**src/kclc_pkg.sv**
```systemverilog
// Types, codes and constants of the keypad code lock controller.
package kclc_pkg;

    // Lock modes, as reported in the result
    typedef enum logic [3:0] {
        M_IDLE,
        M_ENTRY,
        M_OLD,
        M_NEW,
        M_RESET,
        M_AUTH,
        M_ID,
        M_OPEN,
        M_LOCKOUT,
        M_PERM
    } t_mode;

    // Event codes reported with each result
    typedef enum logic [3:0] {
        E_NONE,
        E_OPENED,
        E_WRONG,
        E_CHANGED,
        E_RESET,
        E_ENROL,
        E_DELETE,
        E_LOCKOUT,
        E_LOCKED
    } t_event;

    // Request kinds carried in tuser
    typedef enum logic [1:0] {
        CMD_KEY,
        CMD_TICK,
        CMD_FINGER,
        CMD_REMOTE
    } t_cmd;

    // Configuration register indexes
    localparam logic [2:0] CFG_MASTER  = 3'd0;
    localparam logic [2:0] CFG_DEFAULT = 3'd1;
    localparam logic [2:0] CFG_OPEN    = 3'd2;
    localparam logic [2:0] CFG_SHORT   = 3'd3;
    localparam logic [2:0] CFG_LONG    = 3'd4;

    // Key codes
    localparam logic [3:0] KEY_A    = 4'd10;
    localparam logic [3:0] KEY_B    = 4'd11;
    localparam logic [3:0] KEY_C    = 4'd12;
    localparam logic [3:0] KEY_D    = 4'd13;
    localparam logic [3:0] KEY_STAR = 4'd14;
    localparam logic [3:0] KEY_HASH = 4'd15;

    // Remote bytes
    localparam logic [7:0] REMOTE_OPEN  = 8'd97;
    localparam logic [7:0] REMOTE_CLOSE = 8'd122;

    // Failure thresholds
    localparam logic [2:0] FAIL_SHORT = 3'd3;
    localparam logic [2:0] FAIL_LONG  = 3'd4;
    localparam logic [2:0] FAIL_MAX   = 3'd5;

    // Defaults after reset
    localparam int          CODE_KEYS_DEF     = 6;
    localparam logic [23:0] MASTER_PW_RST     = 24'h111111;
    localparam logic [23:0] DEFAULT_PW_RST    = 24'h123456;
    localparam logic [15:0] OPEN_TICKS_RST    = 16'd5000;
    localparam logic [15:0] SHORT_TICKS_RST   = 16'd10000;
    localparam logic [15:0] LONG_TICKS_RST    = 16'd20000;

    // Build a code of n keys alternating two keys, first key in nibble n-1 (top of the code)
    function automatic logic [31:0] alt_pattern(input int n, input logic [3:0] even_key,
                                                input logic [3:0] odd_key);
        logic [31:0] p;
        p = '0;
        for (int i = 0; i < 8; i++) begin
            if (i < n) begin
                p = {p[27:0], ((i % 2) == 1) ? odd_key : even_key};
            end
        end
        return p;
    endfunction

endpackage

```
**src/keypad_code_lock_controller.sv**
```systemverilog
// Keypad code lock controller: event decode, lock state and result register.
//
// Requests arrive on the slave stream: tuser holds the kind (key, tick,
// fingerprint result, remote byte), tdata the key code, match flag and byte.
// Every accepted request yields exactly one result on the master stream:
// latch drive, mode, failure count, keys entered, event, ID and the ticks
// left in the door-open or lockout period.
// Configuration registers (master and default password, open, short and
// long lock ticks) are written on the cfg channel, which is always ready;
// write them only while no request is in flight.
// The result is registered: it goes into the result register, or into the skid register while the receiver stalls.
// Throughput: one request per cycle while the skid register is empty; the whole state update is one pass of
// logic from the stored state into the state and result registers.
// A result register and a one-entry skid register sit on the output, so the
// slave side stays ready while the receiver stalls until both are full,
// then tready drops until the receiver takes a result.
// Reset (synchronous, active low) sets idle mode, closed latch, zero fail
// count, the default stored password and the default configuration.
module keypad_code_lock_controller
    import kclc_pkg::*;
#(
    parameter int CODE_KEYS = CODE_KEYS_DEF
) (
    input  logic        i_clk,
    input  logic        i_rst_n,
    // slave request stream
    input  logic        i_s_axis_tvalid,
    output logic        o_s_axis_tready,
    // tdata: key_code[3:0], finger_ok[4], remote_byte[12:5], zero [15:13]
    input  logic [15:0] i_s_axis_tdata,
    // tuser: cmd[1:0]
    input  logic [1:0]  i_s_axis_tuser,
    // master result stream
    output logic        o_m_axis_tvalid,
    input  logic        i_m_axis_tready,
    // tdata: latch_on[0], mode[4:1], fail_count[7:5], keys_entered[10:8],
    // event_res[14:11], request_id[18:15], remaining_ticks[34:19], zero [39:35]
    output logic [39:0] o_m_axis_tdata,
    // configuration write channel
    input  logic        i_cfg_valid,
    output logic        o_cfg_ready,
    input  logic [2:0]  i_cfg_index,
    input  logic [23:0] i_cfg_data
);

    localparam int CW = 4 * CODE_KEYS;
    localparam int KW = $clog2(CODE_KEYS);
    localparam logic [31:0] CODE_MASK = 32'({CW{1'b1}});
    localparam logic [CW-1:0] PAT_CHANGE = CW'(alt_pattern(CODE_KEYS, KEY_STAR, KEY_HASH));
    localparam logic [CW-1:0] PAT_RESET  = CW'(alt_pattern(CODE_KEYS, KEY_D, KEY_C));
    localparam logic [KW-1:0] LAST_KEY   = KW'(CODE_KEYS - 1);

    // configuration registers
    logic [23:0] r_master_pw;
    logic [23:0] r_default_pw;
    logic [15:0] r_open_ticks;
    logic [15:0] r_short_ticks;
    logic [15:0] r_long_ticks;

    // lock state
    t_mode       r_mode,     n_mode;
    logic [CW-1:0] r_code,   n_code;
    logic [KW-1:0] r_keys,   n_keys;
    logic [23:0] r_stored_pw, n_stored_pw;
    logic [2:0]  r_fails,    n_fails;
    logic [15:0] r_count,    n_count;
    logic        r_latch,    n_latch;
    logic        r_purpose,  n_purpose;

    // output and skid registers
    logic        r_out_valid;
    logic [39:0] r_out_data;
    logic        r_skid_valid;
    logic [39:0] r_skid_data;

    // request decode
    logic        s_accept;
    logic        m_take;
    t_cmd        req_cmd;
    logic [3:0]  req_key;
    logic        req_finger;
    logic [7:0]  req_byte;

    // combinational results of one request
    logic [CW-1:0] code_shift;
    logic [31:0] code_ext;
    logic        hit_stored;
    logic        hit_master;
    logic [2:0]  fail_cnt;
    t_mode       fail_mode;
    logic [15:0] fail_ticks;
    t_event      fail_event;
    logic [15:0] count_dec;
    t_event      res_event;
    logic [3:0]  res_id;
    logic [39:0] res_data;

    assign s_accept        = i_s_axis_tvalid && o_s_axis_tready;
    assign m_take          = r_out_valid && i_m_axis_tready;
    assign o_s_axis_tready = !r_skid_valid;
    assign o_m_axis_tvalid = r_out_valid;
    assign o_m_axis_tdata  = r_out_data;
    assign o_cfg_ready     = 1'b1;

    assign req_cmd    = t_cmd'(i_s_axis_tuser);
    assign req_key    = i_s_axis_tdata[3:0];
    assign req_finger = i_s_axis_tdata[4];
    assign req_byte   = i_s_axis_tdata[12:5];

    // shift the key in and compare the finished code
    assign code_shift = {r_code[CW-5:0], req_key};
    assign code_ext   = 32'(code_shift);
    assign hit_stored = code_ext == (32'(r_stored_pw) & CODE_MASK);
    assign hit_master = code_ext == (32'(r_master_pw) & CODE_MASK);
    assign count_dec  = (r_count != 16'd0) ? r_count - 16'd1 : 16'd0;

    // outcome of a failed code
    always_comb begin
        fail_cnt   = (r_fails < FAIL_MAX) ? r_fails + 3'd1 : r_fails;
        fail_ticks = r_count;
        if (fail_cnt == FAIL_SHORT) begin
            fail_mode  = M_LOCKOUT;
            fail_ticks = r_short_ticks;
            fail_event = E_LOCKOUT;
        end else if (fail_cnt == FAIL_LONG) begin
            fail_mode  = M_LOCKOUT;
            fail_ticks = r_long_ticks;
            fail_event = E_LOCKOUT;
        end else if (fail_cnt >= FAIL_MAX) begin
            fail_mode  = M_PERM;
            fail_event = E_LOCKED;
        end else begin
            fail_mode  = M_IDLE;
            fail_event = E_WRONG;
        end
    end

    // next state of the lock for the request at the input
    always_comb begin
        n_mode      = r_mode;
        n_code      = r_code;
        n_keys      = r_keys;
        n_stored_pw = r_stored_pw;
        n_fails     = r_fails;
        n_count     = r_count;
        n_latch     = r_latch;
        n_purpose   = r_purpose;
        res_event   = E_NONE;
        res_id      = 4'd0;
        case (req_cmd)
            CMD_KEY: begin
                case (r_mode)
                    M_IDLE: begin
                        n_code = '0;
                        n_keys = '0;
                        if (req_key == KEY_STAR) begin
                            n_mode = M_ENTRY;
                        end else if (req_key == KEY_D) begin
                            n_mode = M_RESET;
                        end else if (req_key == KEY_A) begin
                            n_mode    = M_AUTH;
                            n_purpose = 1'b0;
                        end else if (req_key == KEY_B) begin
                            n_mode    = M_AUTH;
                            n_purpose = 1'b1;
                        end
                    end
                    M_ENTRY, M_OLD, M_NEW, M_RESET, M_AUTH: begin
                        if (r_mode == M_ENTRY && req_key == KEY_C) begin
                            n_code = '0;
                            n_keys = '0;
                        end else if (r_keys != LAST_KEY) begin
                            n_code = code_shift;
                            n_keys = r_keys + 1'b1;
                        end else begin
                            // code complete: act on it and clear the entry
                            n_code = '0;
                            n_keys = '0;
                            case (r_mode)
                                M_ENTRY: begin
                                    if (code_shift == PAT_CHANGE) begin
                                        n_mode = M_OLD;
                                    end else if (hit_stored || hit_master) begin
                                        n_latch   = 1'b1;
                                        n_count   = r_open_ticks;
                                        n_mode    = M_OPEN;
                                        res_event = E_OPENED;
                                    end else begin
                                        n_fails   = fail_cnt;
                                        n_mode    = fail_mode;
                                        n_count   = fail_ticks;
                                        res_event = fail_event;
                                    end
                                end
                                M_OLD: begin
                                    if (hit_stored) begin
                                        n_mode = M_NEW;
                                    end else begin
                                        n_fails   = fail_cnt;
                                        n_mode    = fail_mode;
                                        n_count   = fail_ticks;
                                        res_event = fail_event;
                                    end
                                end
                                M_NEW: begin
                                    n_stored_pw = code_ext[23:0];
                                    n_mode      = M_IDLE;
                                    res_event   = E_CHANGED;
                                end
                                M_RESET: begin
                                    if (code_shift == PAT_RESET) begin
                                        n_stored_pw = r_default_pw;
                                        res_event   = E_RESET;
                                    end
                                    n_mode = M_IDLE;
                                end
                                default: begin
                                    if (hit_master) begin
                                        n_mode = M_ID;
                                    end else begin
                                        n_fails   = fail_cnt;
                                        n_mode    = fail_mode;
                                        n_count   = fail_ticks;
                                        res_event = fail_event;
                                    end
                                end
                            endcase
                        end
                    end
                    M_ID: begin
                        res_id    = req_key;
                        n_mode    = M_IDLE;
                        res_event = r_purpose ? E_DELETE : E_ENROL;
                    end
                    default: begin
                    end
                endcase
            end
            CMD_TICK: begin
                if (r_mode == M_OPEN || r_mode == M_LOCKOUT) begin
                    n_count = count_dec;
                    if (count_dec == 16'd0) begin
                        if (r_mode == M_OPEN) begin
                            n_latch = 1'b0;
                            n_fails = 3'd0;
                        end
                        n_mode = M_IDLE;
                    end
                end
            end
            CMD_FINGER: begin
                if (r_mode == M_IDLE || r_mode == M_PERM) begin
                    if (req_finger) begin
                        n_latch   = 1'b1;
                        n_count   = r_open_ticks;
                        n_mode    = M_OPEN;
                        res_event = E_OPENED;
                    end else begin
                        res_event = E_WRONG;
                    end
                end
            end
            default: begin
                if (r_mode == M_IDLE) begin
                    if (req_byte == REMOTE_OPEN) begin
                        n_latch   = 1'b1;
                        res_event = E_OPENED;
                    end else if (req_byte == REMOTE_CLOSE) begin
                        n_latch = 1'b0;
                    end
                end
            end
        endcase
        // drop the countdown outside timed modes
        if (n_mode != M_OPEN && n_mode != M_LOCKOUT) begin
            n_count = 16'd0;
        end
    end

    // pack the result of the request
    always_comb begin
        res_data        = '0;
        res_data[0]     = n_latch;
        res_data[4:1]   = n_mode;
        res_data[7:5]   = n_fails;
        res_data[10:8]  = 3'(n_keys);
        res_data[14:11] = res_event;
        res_data[18:15] = res_id;
        res_data[34:19] = n_count;
    end

    // configuration registers
    always_ff @(posedge i_clk) begin
        if (!i_rst_n) begin
            r_master_pw   <= MASTER_PW_RST;
            r_default_pw  <= DEFAULT_PW_RST;
            r_open_ticks  <= OPEN_TICKS_RST;
            r_short_ticks <= SHORT_TICKS_RST;
            r_long_ticks  <= LONG_TICKS_RST;
        end else if (i_cfg_valid) begin
            case (i_cfg_index)
                CFG_MASTER:  r_master_pw   <= i_cfg_data;
                CFG_DEFAULT: r_default_pw  <= i_cfg_data;
                CFG_OPEN:    r_open_ticks  <= i_cfg_data[15:0];
                CFG_SHORT:   r_short_ticks <= i_cfg_data[15:0];
                CFG_LONG:    r_long_ticks  <= i_cfg_data[15:0];
                default: begin
                end
            endcase
        end
    end

    // lock state: advance on each accepted request
    always_ff @(posedge i_clk) begin
        if (!i_rst_n) begin
            r_mode      <= M_IDLE;
            r_code      <= '0;
            r_keys      <= '0;
            r_stored_pw <= DEFAULT_PW_RST;
            r_fails     <= 3'd0;
            r_count     <= 16'd0;
            r_latch     <= 1'b0;
            r_purpose   <= 1'b0;
        end else if (s_accept) begin
            r_mode      <= n_mode;
            r_code      <= n_code;
            r_keys      <= n_keys;
            r_stored_pw <= n_stored_pw;
            r_fails     <= n_fails;
            r_count     <= n_count;
            r_latch     <= n_latch;
            r_purpose   <= n_purpose;
        end
    end

    // result register with skid stage
    always_ff @(posedge i_clk) begin
        if (!i_rst_n) begin
            r_out_valid  <= 1'b0;
            r_skid_valid <= 1'b0;
        end else if (m_take) begin
            if (r_skid_valid) begin
                r_out_valid  <= 1'b1;
                r_skid_valid <= 1'b0;
            end else begin
                r_out_valid <= s_accept;
            end
        end else if (s_accept) begin
            if (!r_out_valid) begin
                r_out_valid <= 1'b1;
            end else begin
                r_skid_valid <= 1'b1;
            end
        end
    end

    // result payload: hold unless moved
    always_ff @(posedge i_clk) begin
        if (m_take) begin
            if (r_skid_valid) begin
                r_out_data <= r_skid_data;
            end else if (s_accept) begin
                r_out_data <= res_data;
            end
        end else if (s_accept) begin
            if (!r_out_valid) begin
                r_out_data <= res_data;
            end else begin
                r_skid_data <= res_data;
            end
        end
    end

endmodule

```
**config.mk**
```make
export PLATFORM = sky130hd
export DESIGN_NAME = keypad_code_lock_controller
export DESIGN_NICKNAME = d
export VERILOG_FILES = /design/src/kclc_pkg.sv /design/src/keypad_code_lock_controller.sv
export SDC_FILE = /design/constraint.sdc
export NUM_CORES = 1
export LEC_CHECK = 0
export BUFFER_PORTS_ARGS = -buffer_cell sky130_fd_sc_hd__buf_4
export CORE_MARGIN = 2
export CORE_UTILIZATION = 50
export DETAILED_ROUTE_END_ITERATION = 10
export PLACE_DENSITY = 0.79
export RECOVER_POWER = 100
export SETUP_SLACK_MARGIN = 0.5
export SLEW_MARGIN = 20
export SYNTH_ARGS = -nofsm -noshare
export SYNTH_HDL_FRONTEND = slang
export SYNTH_SLANG_ARGS = --single-unit
```
**constraint.sdc**
```tcl
create_clock -name i_clk -period 3.1 [get_ports i_clk]
set_input_delay 0.465 -clock i_clk [delete_from_list [all_inputs] [get_ports i_clk]]
set_output_delay 0.465 -clock i_clk [all_outputs]
set_load 0.01 [all_outputs]
```
==> reports/qor.yml <==
yosysWarnings: 0
async_reset_ff_share_pct: 0
max_stage_delay_ns: 0.43
viasPerCell: 6.103
die-area_sq_mm: 0.02625
synth_top_area_share_pct: 27.25
gr-total-overflow: 0
path_clk_slew_ns: 0.06
pwr_density_cell_mw_per_mm2: 469.2
min_from: "i_m_axis_tready"
max-cap-violations: 1
violations: "max-capacitance violations, max-slew violations, negative setup slack"
fmax_mhz: 300.8
ir_drop_mv: 0.4338
antenna_found_initial: 0
cp-start-kind: "flip-flop"
io-pin-count: 93
clock_latency_ns: 0.54
outcome: "finished, violations left"
worstHoldPathCells: 2
p_leak_nw: 6.223
vias: 12420
numCtsBuffers: 25
path_common_cell: "buf_4"
ctsHtreeMaxLevel: 1
slowest_stage: "a221o_2"
synth_seq_cells: 240
r2r_setup_slack_ns: -0.22
rr_worst_depth: 12
syn-instance-count: 1507
synth_area_leaders: "dfxtp_1 27%, edfxtp_1 17%, nand2_1 10%, a21oi_1 4.7%, nor2_1 3.9%"
power.total_w: 0.007482
critical_path.cell_chain: "xor2_1 -> nor4_2 -> buf_4 -> nand4_1 -> or3_4 -> a21oi_2 -> nor3_2 -> a221o_2 -> buf_4 -> a21oi_4 -> buf_12 -> o31ai_2"
synth_area_leader_cell: "dfxtp_1"
skew_ns: 0.008788
rows: 57
wirelength_um: 40950
drive_above_1_share_pct: 24.66
wl_per_cell_um: 20.12
synth_ff_type: "dfxtp_1"
tightest_slew_ns: 2.409
drt_iter0_drc: 1510
layout.nets: 1745
drt_first_pass_iters: 7
start_util_pct: 51.20
cts_tree: "done"
grt_max_degree: 112
die_y_um: 162.0
portBuffers: 83
fin_area_sq_mm: 0.01594
ys_seq_area_share_pct: 44.09
hold_viol: 0
gp_congestion: 0.9432
finalCriticalPeriod_ns: 3.324
path_class: "flip-flop to flip-flop"
die_w_um: 162.0
crit_required_ns: 3.37
grt_pass1_wl_um: 62400
cts.sinks: 240
finalCritPeriodShare_pct: 107.2
syn-cell-area_sq_mm: 0.01249
setup_ws_ns: -0.2242
clk_path_buf_depth: 3
coreArea_sq_mm: 0.02439
synth_edf_count: 70
setup_viol: 48
r2r-start: "r_code[8]$_SDFFE_PN0P_"
slew_headroom_pct: -60.63
grt_pass1_vias: 11690
dp_hpwl_um: 27200
syn_avg_cell_area_sq_um: 8.286
worst_ep_arrival_time_ns: 3.59
drc: 0
rsz0062_at_grt: "yes"
clockRootBuffer: "clkbuf_16"
fillers: 2007
hp-class: "primary input to flip-flop"
r2r_end: "o_m_axis_tdata[28]$_DFFE_PP_"
synth_cell_types: 84
antenna_left: 0
grt.total_usage_pct: 29.52
dpl_cell_area_sq_mm: 0.01443
area_growth_pct: 27.69
cp_max_fo: 13
slew_viol_final: 112
hold_end: "r_skid_valid$_SDFFE_PP0P_"
diodes: 0
end_kind: "flip-flop"
hold_buffers: 0
## per-stage QoR
stage                     setup TNS (ns)  setup WS [ns]  cells  utilization [%]  hold WS, ns
after floorplan                        0         0.1521   1511                -       0.4329
after global placement            -4.858        -0.1722   1962            59.16       0.4421
after detailed placement          -3.843        -0.2015   1962            59.16       0.4475
after CTS                        -0.6943       -0.08160   2017            63.96       0.1346
after global routing              -19.01        -0.3742   2035            65.37       0.1477
final                             -8.285        -0.2242   2035            65.37       0.1425
## critical path: cells and delay by family, from the launching register on
family                 cells  cell delay (ns)
flip-flops                 1             0.34
buffers and inverters      3             0.54
AO/OA/AOI/OAI              4             1.00
AND/OR/NAND/NOR            4             1.00
XOR/XNOR                   1             0.16
## sequential cells by signal (all words and copies together), names as in the netlist
| register | cells |
|---|---|
| r_latch | 1 |
| r_purpose | 1 |
| r_master_pw | 24 |
| r_long_ticks | 16 |
| r_default_pw | 24 |
| r_skid_data | 35 |
| r_keys | 3 |
| r_fails | 3 |
| r_skid_valid | 1 |
| r_open_ticks | 16 |
| r_code | 20 |
| r_count | 16 |
| r_stored_pw | 24 |
| r_short_ticks | 16 |
| r_mode | 4 |
| o_m_axis_tdata | 35 |
| o_m_axis_tvalid | 1 |
## area by class of cell
cell class              instances  area (sq um)  share of cell area, %
multi-input cells            1120          6989                  43.84
well taps                     324         405.4                  2.543
inverters                      20         78.83                 0.4944
clock inverters                 8         86.33                 0.5415
flip-flops and latches        240          5522                  34.63
repair buffers                286          2132                  13.37
clock buffers                  37         730.7                  4.583
## kinds of logic after synthesis
logic type,Yosys count,synth area share [%]
AO/OA/AOI/OAI,359,19.47
flip-flops,240,44.09
adder cells (fa/ha/maj),2,0.2004
buffers and inverters,151,5.270
multiplexers,39,3.226
AND/OR/NAND/NOR,663,24.11
XOR/XNOR,51,3.577
other,2,0.06014
## layout by cell type, fill, tap and decap left out, types with 8 or more instances in the layout
master,synthesis,routed
nand4_1,13,13
dfxtp_1,170,161
clkbuf_16,0,26
buf_4,6,205
nand2b_1,9,9
a211oi_1,23,20
inv_1,18,15
o211ai_1,8,8
o21ai_0,43,35
nor3_1,17,12
a21oi_1,118,110
nor2_1,130,123
nand2_1,338,333
xor2_1,49,49
a21o_1,9,9
a22oi_1,42,42
a31oi_1,13,12
buf_6,6,26
mux2i_1,29,29
edfxtp_1,70,70
clkbuf_1,97,50
o31ai_2,10,18
and3_1,11,9
nor4_1,17,13
nand3_1,64,62
## metal layers
layer / wire, um / up-vias / global-route usage [%]
met1: 17100 / 5964 / 40.65
met3: 3348 / 103 / 4.009
met2: 19150 / 642 / 48.38
met4: 1342 / 0 / 9.252
li1: - / 5710 / -
met5: 0 / - / 0
## worst max-delay path by stage
| stage | from | endpoint | slack [ns] | cells after the start |
|---|---|---|---|---|
| after floorplan | r_count[1]$_SDFFE_PN0P_ | o_m_axis_tdata[22]$_DFFE_PP_ | 0.15 | 14 |
| after global placement | i_s_axis_tdata[1] | o_m_axis_tdata[21]$_DFFE_PP_ | -0.17 | 13 |
| after detailed placement | i_s_axis_tdata[1] | o_m_axis_tdata[34]$_DFFE_PP_ | -0.20 | 13 |
| after CTS | r_code[4]$_SDFFE_PN0P_ | o_m_axis_tdata[34]$_DFFE_PP_ | -0.08 | 12 |
| after global routing | r_fails[0]$_SDFFE_PN0P_ | r_skid_data[33]$_DFFE_PP_ | -0.37 | 11 |
| final | r_code[8]$_SDFFE_PN0P_ | o_m_axis_tdata[28]$_DFFE_PP_ | -0.22 | 12 |
## repair_timing
| item | in CTS | in global routing |
|---|---|---|
| gates resized for setup | 68 | 79 |
| buffers inserted | 10 | 16 |
| cloned | 0 | 2 |
| pin swaps | 27 | 40 |
| setup endpoints to repair | 76 | 87 |
| hold endpoints to repair | 0 | 0 |
## synthesized netlist by cell type, types with 12 or more instances
library cell and number:
edfxtp_1 70, nor4_1 17, o21ai_0 43, mux2i_1 29, nand3_1 64, xor2_1 49, and2_1 12, dfxtp_1 170
a31oi_1 13, a22oi_1 42, nor3_1 17, nor2_1 130, buf_2 18, inv_1 18, nand4_1 13, nand2_1 338
a21oi_1 118, clkbuf_1 97, a211oi_1 23, o31ai_1 21
## where the power goes
group          internal (W)  leakage, nW  switching (W)  total [W]
clock               0.00173        0.403        0.00127    0.00300
sequential          0.00332         2.09      0.0000481    0.00337
combinational      0.000427         3.73       0.000686    0.00111
Note: power is estimated with default switching activity, not from simulation.
